--- config.mk ---
export PLATFORM = sky130hd
export DESIGN_NAME = keyed_request_slot_coalescer_top
export DESIGN_NICKNAME = d
export VERILOG_FILES = /design/src/krsc_pkg.sv /design/src/krsc_ctrl.sv /design/src/krsc_dpath.sv /design/src/keyed_request_slot_coalescer_top.sv
export SDC_FILE = /design/constraint.sdc
export NUM_CORES = 1
export LEC_CHECK = 0
export BUFFER_PORTS_ARGS = -buffer_cell sky130_fd_sc_hd__buf_2
export CAP_MARGIN = 10
export CORE_AREA = 2 2 156 158
export DETAILED_ROUTE_END_ITERATION = 8
export DIE_AREA = 0 0 158 160
export GPL_ROUTABILITY_DRIVEN = 1
export PLACE_DENSITY = 0.71
export SLEW_MARGIN = 10
export SYNTH_ARGS = -nofsm -noshare
export SYNTH_HDL_FRONTEND = slang
export SYNTH_SLANG_ARGS = --single-unit
--- constraint.sdc ---
create_clock -name clk_i -period 2.6 [get_ports clk_i]
set_input_delay 0.13 -clock clk_i [delete_from_list [all_inputs] [get_ports clk_i]]
set_output_delay 0.13 -clock clk_i [all_outputs]
set_load 0.005 [all_outputs]
--- src/krsc_pkg.sv ---
// shared codes and control structs for the keyed request slot coalescer
`timescale 1ns / 1ps

package krsc_pkg;

  localparam int unsigned TOKEN_WIDTH = 32;

  // slot phase codes
  localparam logic [1:0] PH_IDLE   = 2'd0;
  localparam logic [1:0] PH_QUEUED = 2'd1;
  localparam logic [1:0] PH_ACTIVE = 2'd2;

  // item type codes
  localparam logic [1:0] REQ_REQUEST  = 2'd0;
  localparam logic [1:0] REQ_ACTIVATE = 2'd1;
  localparam logic [1:0] REQ_SETTLE   = 2'd2;
  localparam logic [1:0] REQ_STORE    = 2'd3;

  // result status codes
  localparam logic [3:0] ST_QUEUED     = 4'd0;
  localparam logic [3:0] ST_WAITING    = 4'd1;
  localparam logic [3:0] ST_CACHED     = 4'd2;
  localparam logic [3:0] ST_ACTIVATED  = 4'd3;
  localparam logic [3:0] ST_REFUSED    = 4'd4;
  localparam logic [3:0] ST_IGNORED    = 4'd5;
  localparam logic [3:0] ST_SUPERSEDED = 4'd6;
  localparam logic [3:0] ST_ACCEPTED   = 4'd7;
  localparam logic [3:0] ST_STORED     = 4'd8;

  // commands from controller to datapath
  typedef struct packed {
    logic cur_load_req;     // current request from the item key
    logic cur_load_latest;  // current request from the pending latest
    logic cur_fg_merge;     // or item purpose into current purpose
    logic lat_clear;        // drop pending latest
    logic lat_load;         // new pending latest from the item
    logic lat_fg_merge;     // or item purpose into latest purpose
    logic tok_load;         // capture activation token
    logic res_store;        // overwrite retained result
    logic done_capture;     // report current request as completed
    logic item_accept;      // an item is taken this cycle
  } krsc_cmd_t;

  // compare results from datapath to controller
  typedef struct packed {
    logic cur_match;     // item key equals current request key
    logic res_match;     // retained result present with matching key
    logic lat_valid;     // a pending latest request exists
    logic lat_match;     // item key equals pending latest key
    logic tok_zero;      // item token is zero
    logic tok_match;     // item token equals active token
  } krsc_stat_t;

endpackage

--- src/krsc_ctrl.sv ---
// slot phase state machine and item status decode
`timescale 1ns / 1ps

module krsc_ctrl (
  input  logic                clk_i,
  input  logic                rst_ni,
  input  logic                start,
  output logic                busy,
  input  logic [1:0]          req_type_i,
  input  logic                details_present_i,
  input  krsc_pkg::krsc_stat_t stat_i,
  output krsc_pkg::krsc_cmd_t  cmd_o,
  output logic [1:0]          phase_o,
  output logic [3:0]          status_o,
  output logic                done_o
);

  logic [1:0] phase_q, phase_d;
  logic [3:0] status_q, status_d;
  logic       done_q;
  logic       init_q;
  logic       accept;

  assign busy   = init_q;
  assign accept = start && !init_q;

  // next phase, status and datapath commands for the accepted item
  always_comb begin
    cmd_o             = '0;
    cmd_o.item_accept = accept;
    phase_d           = phase_q;
    status_d          = status_q;
    if (accept) begin
      unique case (req_type_i)
        krsc_pkg::REQ_REQUEST: begin
          if (phase_q == krsc_pkg::PH_ACTIVE) begin
            status_d = krsc_pkg::ST_WAITING;
            if (stat_i.cur_match) begin
              cmd_o.cur_fg_merge = 1'b1;
              cmd_o.lat_clear    = 1'b1;
            end else if (stat_i.res_match) begin
              cmd_o.lat_clear = 1'b1;
              status_d        = krsc_pkg::ST_CACHED;
            end else if (stat_i.lat_valid && stat_i.lat_match) begin
              cmd_o.lat_fg_merge = 1'b1;
            end else begin
              cmd_o.lat_load = 1'b1;
            end
          end else if (stat_i.res_match) begin
            status_d = krsc_pkg::ST_CACHED;
          end else begin
            cmd_o.cur_load_req = 1'b1;
            // a repeat of the queued key keeps its foreground purpose
            cmd_o.cur_fg_merge = (phase_q == krsc_pkg::PH_QUEUED) && stat_i.cur_match;
            phase_d            = krsc_pkg::PH_QUEUED;
            status_d           = krsc_pkg::ST_QUEUED;
          end
        end
        krsc_pkg::REQ_ACTIVATE: begin
          if (phase_q != krsc_pkg::PH_QUEUED || stat_i.tok_zero) begin
            status_d = krsc_pkg::ST_REFUSED;
          end else begin
            cmd_o.tok_load  = 1'b1;
            cmd_o.lat_clear = 1'b1;
            phase_d         = krsc_pkg::PH_ACTIVE;
            status_d        = krsc_pkg::ST_ACTIVATED;
          end
        end
        krsc_pkg::REQ_SETTLE: begin
          if (phase_q != krsc_pkg::PH_ACTIVE || !stat_i.tok_match) begin
            status_d = krsc_pkg::ST_IGNORED;
          end else begin
            cmd_o.done_capture = 1'b1;
            if (stat_i.lat_valid) begin
              cmd_o.cur_load_latest = 1'b1;
              cmd_o.lat_clear       = 1'b1;
              phase_d               = krsc_pkg::PH_QUEUED;
              status_d              = krsc_pkg::ST_SUPERSEDED;
            end else begin
              cmd_o.res_store = details_present_i;
              phase_d         = krsc_pkg::PH_IDLE;
              status_d        = krsc_pkg::ST_ACCEPTED;
            end
          end
        end
        krsc_pkg::REQ_STORE: begin
          cmd_o.res_store = 1'b1;
          status_d        = krsc_pkg::ST_STORED;
        end
        default: begin
          status_d = krsc_pkg::ST_IGNORED;
        end
      endcase
    end
  end

  // state, status and strobe registers
  always_ff @(posedge clk_i or negedge rst_ni) begin
    if (!rst_ni) begin
      phase_q  <= krsc_pkg::PH_IDLE;
      status_q <= krsc_pkg::ST_IGNORED;
      done_q   <= 1'b0;
      init_q   <= 1'b1;
    end else begin
      phase_q  <= phase_d;
      status_q <= status_d;
      done_q   <= accept;
      init_q   <= 1'b0;
    end
  end

  assign phase_o  = phase_q;
  assign status_o = status_q;
  assign done_o   = done_q;

endmodule

--- src/krsc_dpath.sv ---
// request, token and retained result registers with key compares
`timescale 1ns / 1ps

module krsc_dpath #(
  parameter int unsigned KEY_WIDTH = 32,
  parameter int unsigned TAG_WIDTH = 32
) (
  input  logic                         clk_i,
  input  logic                         rst_ni,
  input  krsc_pkg::krsc_cmd_t          cmd_i,
  output krsc_pkg::krsc_stat_t         stat_o,
  input  logic [KEY_WIDTH-1:0]         req_key_i,
  input  logic                         req_foreground_i,
  input  logic [krsc_pkg::TOKEN_WIDTH-1:0] token_i,
  input  logic [KEY_WIDTH-1:0]         details_key_i,
  input  logic [TAG_WIDTH-1:0]         details_tag_i,
  output logic [KEY_WIDTH-1:0]         current_key_o,
  output logic                         current_fg_o,
  output logic [KEY_WIDTH-1:0]         completed_key_o,
  output logic                         completed_fg_o,
  output logic                         result_valid_o,
  output logic [KEY_WIDTH-1:0]         result_key_o,
  output logic [TAG_WIDTH-1:0]         result_tag_o
);

  logic [krsc_pkg::TOKEN_WIDTH-1:0] active_token_q;
  logic [KEY_WIDTH-1:0] current_key_q, latest_key_q, result_key_q, completed_key_q;
  logic [TAG_WIDTH-1:0] result_tag_q;
  logic current_fg_q, latest_valid_q, latest_fg_q, result_valid_q, completed_fg_q;

  // key and token compares
  always_comb begin
    stat_o.cur_match = (current_key_q == req_key_i);
    stat_o.res_match = result_valid_q && (result_key_q == req_key_i);
    stat_o.lat_valid = latest_valid_q;
    stat_o.lat_match = (latest_key_q == req_key_i);
    stat_o.tok_zero  = (token_i == '0);
    stat_o.tok_match = (active_token_q == token_i);
  end

  // register updates under controller command
  always_ff @(posedge clk_i or negedge rst_ni) begin
    if (!rst_ni) begin
      active_token_q  <= '0;
      current_key_q   <= '0;
      current_fg_q    <= 1'b0;
      latest_valid_q  <= 1'b0;
      latest_key_q    <= '0;
      latest_fg_q     <= 1'b0;
      result_valid_q  <= 1'b0;
      result_key_q    <= '0;
      result_tag_q    <= '0;
      completed_key_q <= '0;
      completed_fg_q  <= 1'b0;
    end else begin
      if (cmd_i.tok_load) begin
        active_token_q <= token_i;
      end
      if (cmd_i.cur_load_req) begin
        current_key_q <= req_key_i;
        current_fg_q  <= req_foreground_i | (cmd_i.cur_fg_merge & current_fg_q);
      end else if (cmd_i.cur_load_latest) begin
        current_key_q <= latest_key_q;
        current_fg_q  <= latest_fg_q;
      end else if (cmd_i.cur_fg_merge) begin
        current_fg_q <= current_fg_q | req_foreground_i;
      end
      if (cmd_i.lat_load) begin
        latest_valid_q <= 1'b1;
        latest_key_q   <= req_key_i;
        latest_fg_q    <= req_foreground_i;
      end else if (cmd_i.lat_fg_merge) begin
        latest_fg_q <= latest_fg_q | req_foreground_i;
      end else if (cmd_i.lat_clear) begin
        latest_valid_q <= 1'b0;
      end
      if (cmd_i.res_store) begin
        result_valid_q <= 1'b1;
        result_key_q   <= details_key_i;
        result_tag_q   <= details_tag_i;
      end
      // completed request is reported for this item only
      if (cmd_i.item_accept) begin
        completed_key_q <= cmd_i.done_capture ? current_key_q : '0;
        completed_fg_q  <= cmd_i.done_capture & current_fg_q;
      end
    end
  end

  assign current_key_o   = current_key_q;
  assign current_fg_o    = current_fg_q;
  assign completed_key_o = completed_key_q;
  assign completed_fg_o  = completed_fg_q;
  assign result_valid_o  = result_valid_q;
  assign result_key_o    = result_key_q;
  assign result_tag_o    = result_tag_q;

endmodule

--- src/keyed_request_slot_coalescer_top.sv ---
// top level of the keyed request slot coalescer
`timescale 1ns / 1ps

// Single-slot request tracker. One item is taken per clock whenever busy is
// low; busy is high in reset and in the first cycle after it. Every item gives one
// result, shown with done_o for exactly one cycle, in the cycle after the item is
// taken; the receiver cannot stall it. The rate is one item per cycle, set by
// the phase register in the controller and the key registers in the datapath,
// which are both updated at the edge that takes the item. Phase, queued
// request and retained result on the outputs show the state after the item.
module keyed_request_slot_coalescer_top #(
  parameter int unsigned KEY_WIDTH = 32,
  parameter int unsigned TAG_WIDTH = 32
) (
  input  logic                 clk_i,
  input  logic                 rst_ni,
  input  logic                 start,
  output logic                 busy,
  input  logic [1:0]           req_type_i,
  input  logic [KEY_WIDTH-1:0] req_key_i,
  input  logic                 req_foreground_i,
  input  logic [31:0]          token_i,
  input  logic                 details_present_i,
  input  logic [KEY_WIDTH-1:0] details_key_i,
  input  logic [TAG_WIDTH-1:0] details_tag_i,
  output logic                 done_o,
  output logic [3:0]           status_o,
  output logic [KEY_WIDTH-1:0] completed_key_o,
  output logic                 completed_foreground_o,
  output logic [1:0]           slot_phase_o,
  output logic [KEY_WIDTH-1:0] queued_key_o,
  output logic                 queued_foreground_o,
  output logic                 retained_present_o,
  output logic [KEY_WIDTH-1:0] retained_key_o,
  output logic [TAG_WIDTH-1:0] retained_tag_o
);

  krsc_pkg::krsc_cmd_t  cmd;
  krsc_pkg::krsc_stat_t stat;
  logic [KEY_WIDTH-1:0] current_key, result_key;
  logic [TAG_WIDTH-1:0] result_tag;
  logic                 current_fg, result_valid;
  logic                 in_queue;

  // phase controller
  krsc_ctrl u_ctrl (
    .clk_i             (clk_i),
    .rst_ni            (rst_ni),
    .start             (start),
    .busy              (busy),
    .req_type_i        (req_type_i),
    .details_present_i (details_present_i),
    .stat_i            (stat),
    .cmd_o             (cmd),
    .phase_o           (slot_phase_o),
    .status_o          (status_o),
    .done_o            (done_o)
  );

  // request and result registers
  krsc_dpath #(
    .KEY_WIDTH (KEY_WIDTH),
    .TAG_WIDTH (TAG_WIDTH)
  ) u_dpath (
    .clk_i            (clk_i),
    .rst_ni           (rst_ni),
    .cmd_i            (cmd),
    .stat_o           (stat),
    .req_key_i        (req_key_i),
    .req_foreground_i (req_foreground_i),
    .token_i          (token_i),
    .details_key_i    (details_key_i),
    .details_tag_i    (details_tag_i),
    .current_key_o    (current_key),
    .current_fg_o     (current_fg),
    .completed_key_o  (completed_key_o),
    .completed_fg_o   (completed_foreground_o),
    .result_valid_o   (result_valid),
    .result_key_o     (result_key),
    .result_tag_o     (result_tag)
  );

  // report views, zero when not meaningful
  assign in_queue            = (slot_phase_o == krsc_pkg::PH_QUEUED);
  assign queued_key_o        = in_queue ? current_key : '0;
  assign queued_foreground_o = in_queue & current_fg;
  assign retained_present_o  = result_valid;
  assign retained_key_o      = result_valid ? result_key : '0;
  assign retained_tag_o      = result_valid ? result_tag : '0;

endmodule

Word-level counts from Yosys, hierarchy flattened
Index checks and enable logic that the tools add are counted.
- bits of input ports: 135
- flip-flop bits (word level): 205
- word-level logic and storage cells: 108
- equal/unequal tests: 16
- muxes and demuxes: 54
- bitwise operators: 6
- reduce and logical (&&, ||, !) cells: 17
- operator list (cell ; number):
    $mux W32 ; 6
    $eq A32 B32 Y1 ; 4
    $logic_not A32 Y1 ; 1
    $mux W1 ; 28
    $mux W2 ; 11
    $pmux W4 S4 ; 1
    $ne A2 B2 Y1 const B ; 5
    $mux W9 ; 1
    $mux W4 ; 2
    $eq A2 B2 Y1 const B ; 3
    $mux W3 ; 2
    $pmux W2 S3 ; 1
    $reduce_and A6 Y1 ; 1
    $reduce_bool A2 Y1 ; 3
    $reduce_bool A3 Y1 ; 2
    $eq A2 B1 Y1 const B ; 2
    $logic_and A1 B1 Y1 ; 4
    $ne A2 B1 Y1 const B ; 2
    $and A1 B1 Y1 ; 3
    $or A1 B1 Y1 ; 3
    $pmux W1 S3 ; 1
    $logic_not A1 Y1 ; 2
    $logic_not A2 Y1 ; 1
    $logic_or A1 B1 Y1 ; 2
    other kinds (2) ; 2

Logic depth before layout (Yosys ltp)
- depth in word-level cells: 11
- depth in mapped cells: 10
- gate-level depth less buffers: 7

Cells and area by module
Synthesis repeated with hierarchy kept, for this count alone.
- cells, all modules: 926
- area total of the unflattened synthesis: 10541.4 um^2
- modules (own cells, without submodules) (module ; cells each ; area an instance (um^2) ; times used):
    krsc_dpath ; 754 ; 9133.8 ; 1
    keyed_request_slot_coalescer_top ; 109 ; 829.5 ; 1
    krsc_ctrl ; 63 ; 578.1 ; 1

Worst setup path after synthesis
No wires, ideal clock.
- kind: flip-flop to flip-flop
- start point: reg u_dpath.result_key_q[20] (netlist: u_dpath.result_key_o[20])
- end point: reg u_dpath.latest_key_q[0]
- arrival: 2.375 ns
- stages on the path, launching flop included: 10
- path slack: 0.100 ns
- path through: dfrtp_1 xor2_1 or4_4 nor4_4 nand3_2 and4_4 buf_6 o21ai_4 buf_12 mux2_4
- word-level cells in the longest chain between the ends: 7
- ends and longest elaborated chain (item ; line ; text):
    from (decl) ; krsc_dpath.sv:27 ; logic [KEY_WIDTH-1:0] current_key_q, latest_key_q, result_key_q, completed_key_q;
    from (signal assigned) ; krsc_dpath.sv:79 ; result_key_q <= details_key_i;
    $eq A32 B32 Y1 ; krsc_dpath.sv:34 ; stat_o.res_match = result_valid_q && (result_key_q == req_key_i);
    $logic_and A1 B1 Y1 ; krsc_dpath.sv:34 ;
    $mux W2 ; krsc_ctrl.sv:41 ; end else if (stat_i.res_match) begin
    $mux W2 ; krsc_ctrl.sv:38 ; if (stat_i.cur_match) begin
    $mux W3 ; krsc_ctrl.sv:36 ; if (phase_q == krsc_pkg::PH_ACTIVE) begin
    $mux W2 ; krsc_ctrl.sv:34 ; unique case (req_type_i)
    $mux W9 ; krsc_ctrl.sv:33 ; if (accept) begin
    to (signal assigned) ; krsc_dpath.sv:70 ; latest_key_q <= req_key_i;
    to (decl) ; krsc_dpath.sv:27 ;
Every way passes these cells.
A chain may end at the register's enable or synchronous reset.

Worst setup path in the final report
- start point: reg u_dpath.current_key_q[0] (netlist: u_dpath.current_key_o[0])
- end point: reg u_dpath.latest_key_q[24]
- word-level cells in the longest chain between the ends: 5
- ends and longest elaborated chain (item ; line ; text):
    from (decl) ; krsc_dpath.sv:27 ;
    from (signal assigned) ; krsc_dpath.sv:60 ; current_key_q <= req_key_i;
    from (signal assigned) ; krsc_dpath.sv:63 ; current_key_q <= latest_key_q;
    $eq A32 B32 Y1 ; krsc_dpath.sv:33 ; stat_o.cur_match = (current_key_q == req_key_i);
    $mux W2 ; krsc_ctrl.sv:38 ;
    $mux W3 ; krsc_ctrl.sv:36 ;
    $mux W2 ; krsc_ctrl.sv:34 ;
    $mux W9 ; krsc_ctrl.sv:33 ;
Every way passes these cells.

==> impl_metrics.toml <==
[layout]
nNetsFinal = 1479
drive_above_1_share = 0.303
fillers = 1923
utilization = 0.610
fin_area_um2 = 14500
syn2layout_area_growth_pct = 39.5

[clock_network]
clockRootBuffer = "clkbuf_16"
h-tree-depth = 1
cts_num_sinks = 205
worstSkewPairLatency_ps = 520
clkTransAtPathRegs_ps = 60
cts-buffers-inserted = 23
cts_tree = "done"
cts_max_path_buffers = 3

[floorplan]
ios = 274
die_area_um2 = 25300
fp.coreArea_um2 = 23800
initial_core_util = 0.437
die_h_um = 160
fp.dieW_um = 158
row_count = 57

[global_route]
grt_pass1_wl_um = 49600
grt_use_total = 0.251
grt_max_degree = 80
grt_pass1_vias = 9042
grt_antenna_before_repair = 1
overflow = 0

[power_and_ir_drop]
power_density_nw_per_um2 = 753
peakVddDrop_v = 0.000529
p_leak_nw = 7.00

[logic_synthesis]
yosysSeqAreaShare = 0.493
netlist_area_um2 = 10400
yosysWarnings = 0
synth-seq-cells = 205
async_flop_share = 1.00
syn_inst = 923
synth_edf_count = 0
synth_fp_nets = 1058
syn_area_per_cell_um2 = 11.3
yosysUniqueCellTypes = 45
synth_flop_cell = "dfrtp_1"

[timing]
slew_headroom = 0.546
skew_ps = 13.6
worst_pin_slew_ps = 681
fin_setup_tns_ps = 0
max_freq_ghz = 0.396
finalHoldViolations = 0
setup_viol_count_final = 0
finalCriticalPeriod_ps = 2520
maxSlewViolCount = 0
min_period_over_period = 0.971

[detailed_routing]
vias = 8848
firstDrtPassIters = 5
drc = 0
post_drt_wl_per_cell_um = 19.2
ant_nets = 0
drt_iter0_markers = 510
vias_per_cell = 5.25
wirelength_um = 32300

[placed_design]
port_buffers = 273
place_hpwl_um = 22500
gp_congestion = 0.864
post_dp_cell_area_um2 = 12300

[worst_setup_path]
startpoint_type = "register"
endpoint_kind = "register"
r2r-end = "u_dpath.latest_key_q[24]"
reg2reg_from = "u_dpath.current_key_o[0]"
crit_required_ps = 2990
worstSetupPathType = "register to register"
reg2reg_slack_ps = 80
reg2reg_depth = 8
cp.arrival_ps = 2910
path_max_fanout = 5

[min_path]
min_from = "req_key_i[1]"
whs_endpoint = "u_dpath.current_key_o[1]"
hold_path.class = "input port to register"
hold_path_depth = 3

[outcome]
status = "completed"

[job]
maxCapViolations = 0
[registers in the layout (all words and copies together) (netlist names)]
name / cells
u_dpath.completed_fg_o: 1
u_ctrl.busy: 1
u_dpath.latest_key_q: 32
u_ctrl.done_o: 1
u_dpath.latest_fg_q: 1
u_dpath.current_key_o: 32
u_dpath.completed_key_o: 32
u_dpath.result_key_o: 32
u_ctrl.phase_o: 2
u_dpath.result_tag_o: 32
u_dpath.result_valid_o: 1
u_dpath.latest_valid_q: 1
u_ctrl.status_o: 4
u_dpath.current_fg_o: 1
u_dpath.active_token_q: 32
[how the worst max path moves through the flow]
stage | from | to | slack, ps
after global placement | u_dpath.result_key_o[20] | u_dpath.latest_key_q[18] | 100
after floorplan | u_dpath.result_key_o[20] | u_dpath.latest_key_q[0] | 100
final | u_dpath.current_key_o[0] | u_dpath.latest_key_q[24] | 80
after detailed placement | u_dpath.active_token_q[9] | u_dpath.result_tag_o[27] | 50
after CTS | u_dpath.active_token_q[9] | u_dpath.result_tag_o[30] | 10
after global routing | u_dpath.result_key_o[6] | u_dpath.latest_key_q[24] | -2
[cells in the mapped netlist, types with 2 or more instances]
| cell type | count | area, µm² |
|---|---|---|
| nand3_1 | 8 | 40.0 |
| nor2_1 | 40 | 150 |
| nand2_1 | 92 | 345 |
| mux2_1 | 83 | 935 |
| a22o_1 | 34 | 298 |
| nand2b_1 | 2 | 12.5 |
| inv_1 | 2 | 7.51 |
| xor2_1 | 87 | 762 |
| and3_1 | 2 | 12.5 |
| a211oi_1 | 3 | 22.5 |
| a31oi_1 | 35 | 219 |
| nor4b_1 | 3 | 26.3 |
| buf_2 | 7 | 35.0 |
| nor2b_1 | 6 | 37.5 |
| clkbuf_1 | 35 | 131 |
| buf_1 | 4 | 15.0 |
| dfstp_2 | 3 | 78.8 |
| buf_12 | 3 | 60.1 |
| and2_1 | 98 | 613 |
| xnor2_1 | 41 | 359 |
| or2_1 | 2 | 12.5 |
| o21ai_0 | 3 | 15.0 |
| nor3_1 | 5 | 25.0 |
| mux2_4 | 28 | 420 |
| a21oi_1 | 4 | 20.0 |
| dfrtp_1 | 202 | 5050 |
| nor4_1 | 38 | 238 |
| nand4_1 | 20 | 125 |
| mux2_2 | 13 | 146 |
| nand4b_1 | 4 | 35.0 |
| inv_2 | 2 | 7.51 |
[cell type report]
cell class                 count  area [µm²]  area share
antenna                        1        2.50    0.000172
multi-input combinational    664        5060       0.348
sequential                   205        5130       0.354
clock buffer                  33         663      0.0457
clock inverter                 8        68.8     0.00474
timing repair buffer         446        3170       0.219
inverter                       4        15.0     0.00103
tap                          324         405      0.0279
[per-stage QoR]
step / instances / worst slack, ps / power [mW] / hold slack (ps)
finish: 1685 / 75.8 / 10.9 / 27.4
floorplan: 923 / 99.6 / 6.27 / -166
global placement: 1503 / 98.3 / 7.51 / 210
CTS: 1674 / 13.4 / 11.0 / 5.90
global route: 1684 / -1.75 / 11.5 / 10.5
detailed placement: 1503 / 46.4 / 7.59 / 223
[timing repair]
item	in CTS	in global routing
hold buffers	130	0
buffers inserted	0	7
gates resized for setup	0	7
endpoints found under the setup margin	0	105
hold endpoints to repair	226	0
[critical path, cell delays in order, from the launching register on]
cell	delay [ps]
dfrtp_1	460
xor2_1	200
nor4_1	390
nand4_1	170
or2_1	280
and4_4	210
o21ai_4	150
clkbuf_16	240
mux2_4	300
[power by group]
part           total (mW)  internal, mW  switching [mW]
combinational        3.07          1.65            1.42
sequential           4.69          3.96           0.734
clock                3.16          1.87            1.29
total                10.9          7.48            3.45
[cells in the final DEF, fill, tap and decap left out, drive strengths merged, types with 4 or more instances in the layout]
cell type	n
xnor2	41
nor2	40
clkinv	6
xor2	87
and2	98
a21oi	4
nor2b	6
nor4	40
dfrtp	202
a22o	34
nand2	92
nor3	5
inv	5
mux2	124
o21ai	5
dlygate4sd3	130
nand3	9
a31oi	35
nand4	20
buf	313
nand4b	4
clkbuf	36
[logic make-up after synthesis]
| logic type | Yosys count | share of synthesized area |
|---|---|---|
| compound gates | 84 | 0.0600 |
| simple gates | 327 | 0.169 |
| xor+xnor | 128 | 0.108 |
| flops | 205 | 0.493 |
| buf+inv | 54 | 0.0257 |
| other cells | 1 | 0.000360 |
| mux | 124 | 0.144 |
[routing by layer]
| metal | global-route usage | wire (µm) |
|---|---|---|
| met1 | 0.334 | 13500 |
| met2 | 0.411 | 15300 |
| met3 | 0.0513 | 2520 |
| met4 | 0.0815 | 1040 |
| met5 | 0 | 0 |
Power figures use the tool's default switching activity.
